$ cat src/hdl/rdd36_pkg.sv
`timescale 1ns / 1ps

package rdd36_pkg;

	// frame identifier 'icpf'
	localparam logic [31:0] FRAME_ID = 32'h6963_7066;

	// byte classes
	localparam logic [2:0] CLS_PREFIX  = 3'd0;
	localparam logic [2:0] CLS_FHDR    = 3'd1;
	localparam logic [2:0] CLS_LUMA    = 3'd2;
	localparam logic [2:0] CLS_CHROMA  = 3'd3;
	localparam logic [2:0] CLS_PHDR    = 3'd4;
	localparam logic [2:0] CLS_PAYLOAD = 3'd5;
	localparam logic [2:0] CLS_STUFF   = 3'd6;
	localparam logic [2:0] CLS_ERROR   = 3'd7;

	// error codes
	localparam logic [2:0] ERR_NONE      = 3'd0;
	localparam logic [2:0] ERR_BAD_ID    = 3'd1;
	localparam logic [2:0] ERR_FHDR_SHORT = 3'd2;
	localparam logic [2:0] ERR_PSIZE_SHORT = 3'd3;
	localparam logic [2:0] ERR_PHDR_SHORT = 3'd4;

	// fixed segment lengths
	localparam logic [7:0] FHDR_FIXED_LEN = 8'd20;
	localparam logic [7:0] QMATRIX_LEN    = 8'd64;
	localparam logic [4:0] PHDR_FIXED_LEN = 5'd8;

	// one result item
	typedef struct packed {
		logic [2:0]  byte_class;
		logic [7:0]  data_out;
		logic        picture_index;
		logic        header_ready;
		logic        frame_done;
		logic [2:0]  error_code;
		logic [31:0] frame_total;
		logic [15:0] pic_width;
		logic [15:0] pic_height;
		logic [1:0]  chroma_fmt;
		logic [1:0]  ilace_mode;
		logic [31:0] pic_total;
	} result_t;

endpackage

$ cat src/hdl/rdd36_parser.sv
`timescale 1ns / 1ps

module rdd36_parser (
	input  logic                clk,
	input  logic                arst_n,
	input  logic                advance,
	input  logic [7:0]          data_byte,
	output rdd36_pkg::result_t  result
);
	import rdd36_pkg::*;

	typedef enum logic [10:0] {
		PH_FSIZE   = 11'b000_0000_0001,
		PH_FID     = 11'b000_0000_0010,
		PH_FHDR    = 11'b000_0000_0100,
		PH_LUMA    = 11'b000_0000_1000,
		PH_CHROMA  = 11'b000_0001_0000,
		PH_FHSKIP  = 11'b000_0010_0000,
		PH_PHDR    = 11'b000_0100_0000,
		PH_PHSKIP  = 11'b000_1000_0000,
		PH_PAYLOAD = 11'b001_0000_0000,
		PH_STUFF   = 11'b010_0000_0000,
		PH_ERROR   = 11'b100_0000_0000
	} phase_t;

	// outcome of closing a segment that hands over to another phase
	typedef struct packed {
		phase_t      ph;
		logic [31:0] rem;
		logic        restart;
		logic        second;
		logic        frame_end;
	} seg_t;

	// parser state
	phase_t      phase_q;
	logic [6:0]  idx_q;
	logic [31:0] rem_q;
	logic [31:0] flen_q;
	logic [31:0] fpos_q;
	logic [15:0] fhl_q;
	logic [31:0] acc_q;
	logic [15:0] width_q;
	logic [15:0] height_q;
	logic [1:0]  chroma_q;
	logic [1:0]  ilace_q;
	logic [1:0]  qm_q;
	logic [31:0] plen_q;
	logic [4:0]  phl_q;
	logic        cur_q;
	logic [2:0]  err_q;

	// next state
	phase_t      phase_n;
	logic [6:0]  idx_n;
	logic [31:0] rem_n;
	logic [31:0] flen_n;
	logic [31:0] fpos_n;
	logic [15:0] fhl_n;
	logic [31:0] acc_n;
	logic [15:0] width_n;
	logic [15:0] height_n;
	logic [1:0]  chroma_n;
	logic [1:0]  ilace_n;
	logic [1:0]  qm_n;
	logic [31:0] plen_n;
	logic [4:0]  phl_n;
	logic        cur_n;
	logic [2:0]  err_n;

	logic [2:0]  cls;
	logic        pic;
	logic        hdr_p;
	logic        frm_p;

	logic        frame_start;
	logic [31:0] fpos_base;
	logic [31:0] stuff_len;
	logic        has_stuff;
	logic        two_pics;
	logic [31:0] payload_len;
	logic [7:0]  need;
	logic [15:0] fh_skip;
	logic [4:0]  ph_skip;
	logic [31:0] acc_shift;
	seg_t        end_pic;
	seg_t        enter_pay;
	seg_t        end_fhdr;
	seg_t        after_mat;
	seg_t        go;
	logic        take;

	// frame byte position, cleared at the first byte of a frame
	assign frame_start = (phase_q == PH_FSIZE) && (idx_q == 7'd0);
	assign fpos_base   = frame_start ? 32'd0 : fpos_q;
	assign fpos_n      = ((phase_q != PH_ERROR) && (fpos_base != 32'hFFFF_FFFF))
		? fpos_base + 32'd1 : fpos_base;

	assign acc_shift = {acc_q[23:0], data_byte};

	// end of a picture: second field, stuffing or end of frame
	assign two_pics  = !cur_q && ((ilace_q == 2'd1) || (ilace_q == 2'd2));
	assign has_stuff = fpos_n < flen_q;
	assign stuff_len = flen_q - fpos_n;

	always_comb begin
		end_pic = '{ph: PH_FSIZE, rem: rem_q, restart: 1'b1, second: 1'b0,
			frame_end: 1'b1};
		if (two_pics) begin
			end_pic = '{ph: PH_PHDR, rem: rem_q, restart: 1'b1, second: 1'b1,
				frame_end: 1'b0};
		end else if (has_stuff) begin
			end_pic = '{ph: PH_STUFF, rem: stuff_len, restart: 1'b0, second: 1'b0,
				frame_end: 1'b0};
		end
	end

	// start of payload, which may be empty
	assign payload_len = plen_q - {27'd0, phl_q};

	always_comb begin
		if (payload_len == 32'd0) begin
			enter_pay = end_pic;
		end else begin
			enter_pay = '{ph: PH_PAYLOAD, rem: payload_len, restart: 1'b0,
				second: 1'b0, frame_end: 1'b0};
		end
	end

	// end of frame header opens the first picture
	assign end_fhdr = '{ph: PH_PHDR, rem: rem_q, restart: 1'b1, second: 1'b0,
		frame_end: 1'b0};

	// bytes of frame header left after the matrices
	assign need    = FHDR_FIXED_LEN + (qm_n[1] ? QMATRIX_LEN : 8'd0)
		+ (qm_n[0] ? QMATRIX_LEN : 8'd0);
	assign fh_skip = fhl_n - {8'd0, need};

	always_comb begin
		if (fh_skip == 16'd0) begin
			after_mat = end_fhdr;
		end else begin
			after_mat = '{ph: PH_FHSKIP, rem: {16'd0, fh_skip}, restart: 1'b0,
				second: 1'b0, frame_end: 1'b0};
		end
	end

	assign ph_skip = phl_n - PHDR_FIXED_LEN;

	// next state and result for the byte at hand
	always_comb begin
		phase_n  = phase_q;
		idx_n    = idx_q;
		rem_n    = rem_q;
		flen_n   = flen_q;
		fhl_n    = fhl_q;
		acc_n    = acc_q;
		width_n  = width_q;
		height_n = height_q;
		chroma_n = chroma_q;
		ilace_n  = ilace_q;
		qm_n     = qm_q;
		plen_n   = plen_q;
		phl_n    = phl_q;
		cur_n    = frame_start ? 1'b0 : cur_q;
		err_n    = err_q;
		cls      = CLS_ERROR;
		pic      = 1'b0;
		hdr_p    = 1'b0;
		go       = end_pic;
		take     = 1'b0;

		unique case (phase_q)
			PH_FSIZE: begin
				cls   = CLS_PREFIX;
				acc_n = acc_shift;
				idx_n = idx_q + 7'd1;
				if (idx_q == 7'd3) begin
					flen_n  = acc_shift;
					acc_n   = '0;
					idx_n   = '0;
					phase_n = PH_FID;
				end
			end
			PH_FID: begin
				cls   = CLS_PREFIX;
				acc_n = acc_shift;
				idx_n = idx_q + 7'd1;
				if (idx_q == 7'd3) begin
					idx_n = '0;
					if (acc_shift != FRAME_ID) begin
						err_n   = ERR_BAD_ID;
						phase_n = PH_ERROR;
					end else begin
						acc_n   = '0;
						phase_n = PH_FHDR;
					end
				end
			end
			PH_FHDR: begin
				cls = CLS_FHDR;
				case (idx_q)
					7'd0:  fhl_n = {data_byte, 8'd0};
					7'd1:  fhl_n = {fhl_q[15:8], data_byte};
					7'd8:  width_n = {data_byte, 8'd0};
					7'd9:  width_n = {width_q[15:8], data_byte};
					7'd10: height_n = {data_byte, 8'd0};
					7'd11: height_n = {height_q[15:8], data_byte};
					7'd12: begin
						chroma_n = data_byte[7:6];
						ilace_n  = data_byte[3:2];
					end
					7'd19: qm_n = data_byte[1:0];
					default: ;
				endcase
				idx_n = idx_q + 7'd1;
				if (idx_q == 7'd19) begin
					idx_n = '0;
					if (fhl_n < {8'd0, need}) begin
						err_n   = ERR_FHDR_SHORT;
						phase_n = PH_ERROR;
					end else if (qm_n[1]) begin
						phase_n = PH_LUMA;
					end else if (qm_n[0]) begin
						phase_n = PH_CHROMA;
					end else begin
						go   = after_mat;
						take = 1'b1;
					end
				end
			end
			PH_LUMA: begin
				cls   = CLS_LUMA;
				idx_n = idx_q + 7'd1;
				if (idx_q == 7'd63) begin
					idx_n = '0;
					if (qm_q[0]) begin
						phase_n = PH_CHROMA;
					end else begin
						go   = after_mat;
						take = 1'b1;
					end
				end
			end
			PH_CHROMA: begin
				cls   = CLS_CHROMA;
				idx_n = idx_q + 7'd1;
				if (idx_q == 7'd63) begin
					idx_n = '0;
					go    = after_mat;
					take  = 1'b1;
				end
			end
			PH_FHSKIP: begin
				cls = CLS_FHDR;
				if (rem_q <= 32'd1) begin
					go   = end_fhdr;
					take = 1'b1;
				end else begin
					rem_n = rem_q - 32'd1;
				end
			end
			PH_PHDR: begin
				cls = CLS_PHDR;
				pic = cur_q;
				if (idx_q == 7'd0) begin
					phl_n = data_byte[7:3];
				end else if (idx_q <= 7'd4) begin
					acc_n = acc_shift;
					if (idx_q == 7'd4) begin
						plen_n = acc_shift;
					end
				end
				idx_n = idx_q + 7'd1;
				if (idx_q == 7'd7) begin
					idx_n = '0;
					acc_n = '0;
					if (plen_n < {27'd0, phl_n}) begin
						err_n   = ERR_PSIZE_SHORT;
						phase_n = PH_ERROR;
					end else if (phl_n < PHDR_FIXED_LEN) begin
						err_n   = ERR_PHDR_SHORT;
						phase_n = PH_ERROR;
					end else if (ph_skip == 5'd0) begin
						go   = enter_pay;
						take = 1'b1;
					end else begin
						rem_n   = {27'd0, ph_skip};
						phase_n = PH_PHSKIP;
					end
				end
			end
			PH_PHSKIP: begin
				cls = CLS_PHDR;
				pic = cur_q;
				if (rem_q <= 32'd1) begin
					go   = enter_pay;
					take = 1'b1;
				end else begin
					rem_n = rem_q - 32'd1;
				end
			end
			PH_PAYLOAD: begin
				cls = CLS_PAYLOAD;
				pic = cur_q;
				if (rem_q <= 32'd1) begin
					go   = end_pic;
					take = 1'b1;
				end else begin
					rem_n = rem_q - 32'd1;
				end
			end
			PH_STUFF: begin
				cls = CLS_STUFF;
				if (rem_q <= 32'd1) begin
					go   = '{ph: PH_FSIZE, rem: rem_q, restart: 1'b1, second: 1'b0,
						frame_end: 1'b1};
					take = 1'b1;
				end else begin
					rem_n = rem_q - 32'd1;
				end
			end
			PH_ERROR: begin
				cls = CLS_ERROR;
			end
			default: begin
				phase_n = PH_ERROR;
			end
		endcase

		// apply a segment handover
		frm_p = 1'b0;
		if (take) begin
			phase_n = go.ph;
			rem_n   = go.rem;
			frm_p   = go.frame_end;
			if (go.restart) begin
				idx_n = '0;
				acc_n = '0;
			end
			if (go.ph == PH_PHDR) begin
				cur_n = go.second;
				hdr_p = !go.second;
			end
		end
	end

	// result fields, masked once an error has been seen
	always_comb begin
		result.byte_class    = (err_n != ERR_NONE) ? CLS_ERROR : cls;
		result.data_out      = data_byte;
		result.picture_index = (err_n != ERR_NONE) ? 1'b0 : pic;
		result.header_ready  = (err_n != ERR_NONE) ? 1'b0 : hdr_p;
		result.frame_done    = (err_n != ERR_NONE) ? 1'b0 : frm_p;
		result.error_code    = err_n;
		result.frame_total   = flen_n;
		result.pic_width     = width_n;
		result.pic_height    = height_n;
		result.chroma_fmt    = chroma_n;
		result.ilace_mode    = ilace_n;
		result.pic_total     = plen_n;
	end

	// state registers
	always_ff @(posedge clk or negedge arst_n) begin
		if (!arst_n) begin
			phase_q  <= PH_FSIZE;
			idx_q    <= '0;
			rem_q    <= '0;
			flen_q   <= '0;
			fpos_q   <= '0;
			fhl_q    <= '0;
			acc_q    <= '0;
			width_q  <= '0;
			height_q <= '0;
			chroma_q <= '0;
			ilace_q  <= '0;
			qm_q     <= '0;
			plen_q   <= '0;
			phl_q    <= '0;
			cur_q    <= 1'b0;
			err_q    <= ERR_NONE;
		end else if (advance) begin
			phase_q  <= phase_n;
			idx_q    <= idx_n;
			rem_q    <= rem_n;
			flen_q   <= flen_n;
			fpos_q   <= fpos_n;
			fhl_q    <= fhl_n;
			acc_q    <= acc_n;
			width_q  <= width_n;
			height_q <= height_n;
			chroma_q <= chroma_n;
			ilace_q  <= ilace_n;
			qm_q     <= qm_n;
			plen_q   <= plen_n;
			phl_q    <= phl_n;
			cur_q    <= cur_n;
			err_q    <= err_n;
		end
	end

endmodule

$ cat src/hdl/rdd36_frame_deframer_core.sv
`timescale 1ns / 1ps

// channel  | handshake                  | payload
// ---------+----------------------------+--------------------------------------
// input    | data_valid / data_ready    | data_byte
// output   | result_valid / result_ready| byte_class .. pic_total
//
// one byte per clock sustained while result_ready is high.
// stage 1 registers the input byte, the parser classifies it and updates its
// state, and stage 2 registers the result item.
// reset clears the parser to the frame size phase with all header values zero.
// a stalled output holds stage 2; stage 1 then fills and input ready drops.
// an error is sticky until reset.

module rdd36_frame_deframer_core (
	input  logic        clk,
	input  logic        arst_n,
	input  logic        data_valid,
	output logic        data_ready,
	input  logic [7:0]  data_byte,
	output logic        result_valid,
	input  logic        result_ready,
	output logic [2:0]  byte_class,
	output logic [7:0]  data_out,
	output logic        picture_index,
	output logic        header_ready,
	output logic        frame_done,
	output logic [2:0]  error_code,
	output logic [31:0] frame_total,
	output logic [15:0] pic_width,
	output logic [15:0] pic_height,
	output logic [1:0]  chroma_fmt,
	output logic [1:0]  ilace_mode,
	output logic [31:0] pic_total
);
	import rdd36_pkg::*;

	logic       valid_s1;
	logic [7:0] byte_s1;
	logic       valid_s2;
	result_t    res_s2;
	result_t    res;
	logic       advance;

	// stage 1 moves on when stage 2 is free or being emptied
	assign advance    = valid_s1 && (!valid_s2 || result_ready);
	assign data_ready = !valid_s1 || advance;

	// input register
	always_ff @(posedge clk or negedge arst_n) begin
		if (!arst_n) begin
			valid_s1 <= 1'b0;
		end else if (data_ready) begin
			valid_s1 <= data_valid;
		end
	end

	always_ff @(posedge clk) begin
		if (data_ready && data_valid) begin
			byte_s1 <= data_byte;
		end
	end

	// parser
	rdd36_parser u_parser (
		.clk       (clk),
		.arst_n    (arst_n),
		.advance   (advance),
		.data_byte (byte_s1),
		.result    (res)
	);

	// result register
	always_ff @(posedge clk or negedge arst_n) begin
		if (!arst_n) begin
			valid_s2 <= 1'b0;
		end else if (!valid_s2 || result_ready) begin
			valid_s2 <= valid_s1;
		end
	end

	always_ff @(posedge clk) begin
		if (advance) begin
			res_s2 <= res;
		end
	end

	assign result_valid  = valid_s2;
	assign byte_class    = res_s2.byte_class;
	assign data_out      = res_s2.data_out;
	assign picture_index = res_s2.picture_index;
	assign header_ready  = res_s2.header_ready;
	assign frame_done    = res_s2.frame_done;
	assign error_code    = res_s2.error_code;
	assign frame_total   = res_s2.frame_total;
	assign pic_width     = res_s2.pic_width;
	assign pic_height    = res_s2.pic_height;
	assign chroma_fmt    = res_s2.chroma_fmt;
	assign ilace_mode    = res_s2.ilace_mode;
	assign pic_total     = res_s2.pic_total;

endmodule

$ cat config.mk
export PLATFORM = sky130hd
export DESIGN_NAME = rdd36_frame_deframer_core
export DESIGN_NICKNAME = d
export VERILOG_FILES = /design/src/hdl/rdd36_pkg.sv /design/src/hdl/rdd36_parser.sv /design/src/hdl/rdd36_frame_deframer_core.sv
export SDC_FILE = /design/constraint.sdc
export NUM_CORES = 1
export LEC_CHECK = 0
export ABC_AREA = 1
export BUFFER_PORTS_ARGS = -buffer_cell sky130_fd_sc_hd__buf_2
export CORE_ASPECT_RATIO = 1.75
export CORE_MARGIN = 2
export CORE_UTILIZATION = 60
export CTS_BUF_LIST = sky130_fd_sc_hd__clkbuf_8
export DETAILED_ROUTE_END_ITERATION = 12
export PLACE_DENSITY_LB_ADDON = 0.05
export SYNTH_ARGS = -nofsm -noshare
export SYNTH_HDL_FRONTEND = slang
export SYNTH_SLANG_ARGS = --single-unit
$ cat constraint.sdc
create_clock -name clk -period 16 [get_ports clk]
set_input_delay 2.4 -clock clk [delete_from_list [all_inputs] [get_ports clk]]
set_output_delay 2.4 -clock clk [all_outputs]
set_load 0.01 [all_outputs]
==> run_results.csv <==
group,metric,value,unit
placement,hpwlAfterDp,66.0,mm
floorplanning,die_width,154,um
status,status,"finished, final reports clean",
sta,max_freq,135,MHz
drt,ant_nets,0,
sta,setup_viol,0,
sta,report.final.hold_viol_count,0,
drt,firstDrtPassIters,6,
clocking,postCtsSetupRepairBufs,0,
sta,slew_headroom,23.9,%
yosys,seq_area_frac_synth,40.7,%
sta,timing.final.crit_share,46.4,%
yosys,synth_top_area_share,24.7,%
flow_run,drv_cap,0,
clocking,h-tree-depth,2,
drt,drt_iter0_drc,2611,
yosys,syn_avg_cell_area,7.40,um2
yosys,ys_warn_count,0,
setup_path,cp-start-kind,"flip-flop",
yosys,ys_async_sr_fraction,65.3,%
drt,wire_per_inst,23.1,um
global_route,grt_overflow_total,0,
drt,drcViolationCount,0,
drt,wl,88.6,mm
yosys,syn_nets,3272,
final_layout,area_delta_synth_final,8.79,%
global_route,grtUsageTotal,42.6,%
placement,io_buffer_count,130,
setup_path,rrSetupSlack,8570,ps
global_route,grt_max_degree,166,
setup_path,cp.arrival,7960,ps
clocking,clkTransAtPathRegs,80,ps
setup_path,crit_path_frequent_cell,"nand2_1",
global_route,antenna_found_initial,1,
sta,period_minus_slack,7430,ps
clocking,clk_path_buf_depth,3,
setup_path,cpMaxStageDelayCell,"inv_2",
sta,worst_pin_slew,1140,ps
yosys,ys_types,74,
setup_path,cp_num_buf_inv,5,
clocking,cts.sinks,360,
floorplanning,coreArea,39000,um2
floorplanning,io_pins,131,
worst_hold_path,hold_path_class,"flip-flop to flip-flop",
clocking,cts_hold_buf,0,
drt,vias_per_cell,6.21,
yosys,synth.largest_area_cell,"dfrtp_1",
floorplanning,rows,96,
global_route,grt_pass1_wl,133,mm
clocking,clkLatencyLatePin,640,ps
yosys,synth_area,23700,um2
clocking,cts_buffers,53,
final_layout,drive_gt1_share,10.0,%
clocking,cts_tree,"built",
final_layout,finalNetCount,3364,
sta,clock_skew,21.9,ps
setup_path,cp.required,16530,ps
sta,rsz0062_at_grt,"no",
sta,fin_setup_tns,0,ps
setup_path,cp_max_fo,49,
setup_path,crit_family,"simple AND/OR/NAND/NOR gates",
yosys,synth_area_leaders,"dfrtp_1 25%, edfxtp_1 16%, nand2_1 13%",
clocking,ctsRootBufferMaster,"clkbuf_8",
setup_path,crit_type,"flip-flop to flip-flop",
final_layout,n_fill_cell,3342,
clocking,cts_resized,0,
setup_path,max_stage_delay,690,ps
yosys,synth_edf_count,125,
setup_path,cp-end-kind,"flip-flop",
drt,vias,23800,
floorplanning,start_util,60.7,%
yosys,ys.flop_type,"dfrtp_1",
sta,slew_violations,0,
global_route,grt_pass1_vias,23400,
floorplanning,die_h,267,um
yosys,synthCells,3203,
floorplanning,die_area,41100,um2
yosys,ys_seq_elements,360,
placement,place.gp.congestion,1.04,
## cells in the final DEF (no fill, tap or decap), types with 80 or more instances in the layout
cell type and count:
nand3_1 111, xor2_1 80, a21oi_1 142, nand2_1 832, dfrtp_1 234, edfxtp_1 125, buf_2 129, nor2_1 298
inv_1 386, o21ai_0 337
## Yosys cell counts (5+ instances only)
library cell / count
nand2_1: 833
inv_1: 378
o21ai_0: 337
nor2_1: 299
dfrtp_1: 234
a21oi_1: 142
edfxtp_1: 125
nand3_1: 111
xor2_1: 80
clkbuf_1: 76
ha_1: 55
nand4_1: 54
nor3_1: 53
o22ai_1: 47
o21ai_1: 37
xnor2_1: 36
a22oi_1: 28
o211ai_1: 28
nor4_1: 26
nand2_2: 25
a31oi_1: 22
buf_2: 19
inv_2: 12
buf_6: 11
nor2_2: 10
o21a_1: 10
o221ai_1: 9
buf_1: 8
a21boi_1: 7
buf_4: 6
nand3_2: 5
nand3b_1: 5
o21ai_2: 5
or2_2: 5
## state kept, by name, indices dropped and copies added (netlist names), 3 cells and up
signal and cells:
u_parser.width_q 16, frame_total 32, u_parser.plen_q 32, u_parser.rem_q 32, u_parser.idx_q 7, u_parser.phase_q 11, pic_total 32, u_parser.err_q 3
u_parser.fpos_q 32, pic_height 16, byte_class 3, u_parser.fhl_q 16, u_parser.height_q 16, error_code 3, pic_width 16, byte_s1 8
u_parser.phl_q 5, u_parser.acc_q 24, u_parser.flen_q 32, data_out 8
## final cells by class
cell class	instances	area, um2	share of cell area (%)
multi-input combinational	2332	12000	46.7
tap	490	613	2.38
sequential	360	9640	37.4
clock buffer	57	785	3.04
inverter	391	1480	5.72
antenna	1	2.50	0.00971
timing repair buffer	157	876	3.40
clock inverter	42	353	1.37
## worst register-to-register path: cells and delay by family, from the launching register on
family | cells | cell delay, ps
fa+ha+maj | 3 | 820
flops | 1 | 420
simple gates | 29 | 4660
xor+xnor | 1 | 120
compound gates | 2 | 240
buf+inv | 5 | 1040
## per-layer routing
metal | vias up | wire length (um) | GRT usage (%)
li1 | 10800 | - | -
met1 | 11200 | 29200 | 45.5
met2 | 1344 | 42900 | 72.2
met3 | 431 | 6680 | 6.10
met4 | 0 | 9800 | 39.6
met5 | - | 0 | 0
## cells by family (layout without fill, tap and decap cells)
| group | after synthesis | count (layout) | share of synthesized area [%] |
|---|---|---|---|
| compound gates | 701 | 701 | 16.7 |
| other cells | 0 | 1 | 0 |
| mux | 2 | 2 | 0.137 |
| flops | 360 | 360 | 40.7 |
| simple gates | 1454 | 1454 | 26.3 |
| xor+xnor | 118 | 118 | 4.43 |
| fa+ha+maj | 57 | 57 | 3.07 |
| buf+inv | 511 | 647 | 8.64 |
## final timing paths
| check | startpoint | end | cells after the start |
|---|---|---|---|
| max in group asynchronous | arst_n | u_parser.ilace_q[1]$_DFFE_PN0P_ | 2 |
| min in group asynchronous | arst_n | u_parser.fpos_q[24]$_DFFE_PN0P_ | 1 |
| worst max-delay path | u_parser.idx_q[1]$_DFFE_PN0P_ | u_parser.rem_q[20]$_DFFE_PN0P_ | 40 |
| worst max register to register | u_parser.idx_q[1]$_DFFE_PN0P_ | u_parser.rem_q[20]$_DFFE_PN0P_ | 40 |
| worst min register to register | u_parser.chroma_q[1]$_DFFE_PN0P_ | u_parser.chroma_q[1]$_DFFE_PN0P_ | 2 |
| worst min-delay path | u_parser.chroma_q[1]$_DFFE_PN0P_ | u_parser.chroma_q[1]$_DFFE_PN0P_ | 2 |
## through the flow
| step | util (%) | instance area [um2] | instances | hold WS [ps] | worst slack [ps] |
|---|---|---|---|---|---|
| floorplan | - | 23700 | 3203 | 449 | 8840 |
| global placement | 63.1 | 24600 | 3730 | 467 | 9070 |
| detailed placement | 63.1 | 24600 | 3730 | 469 | 8740 |
| CTS | 66.0 | 25800 | 3829 | 485 | 8740 |
| global route | 66.0 | 25800 | 3830 | 530 | 7810 |
| finish | 66.0 | 25800 | 3830 | 488 | 8570 |
Power is left out: the tool's default activity adds up to more than one toggle a clock period on the data nets, which glitch-free logic cannot reach.
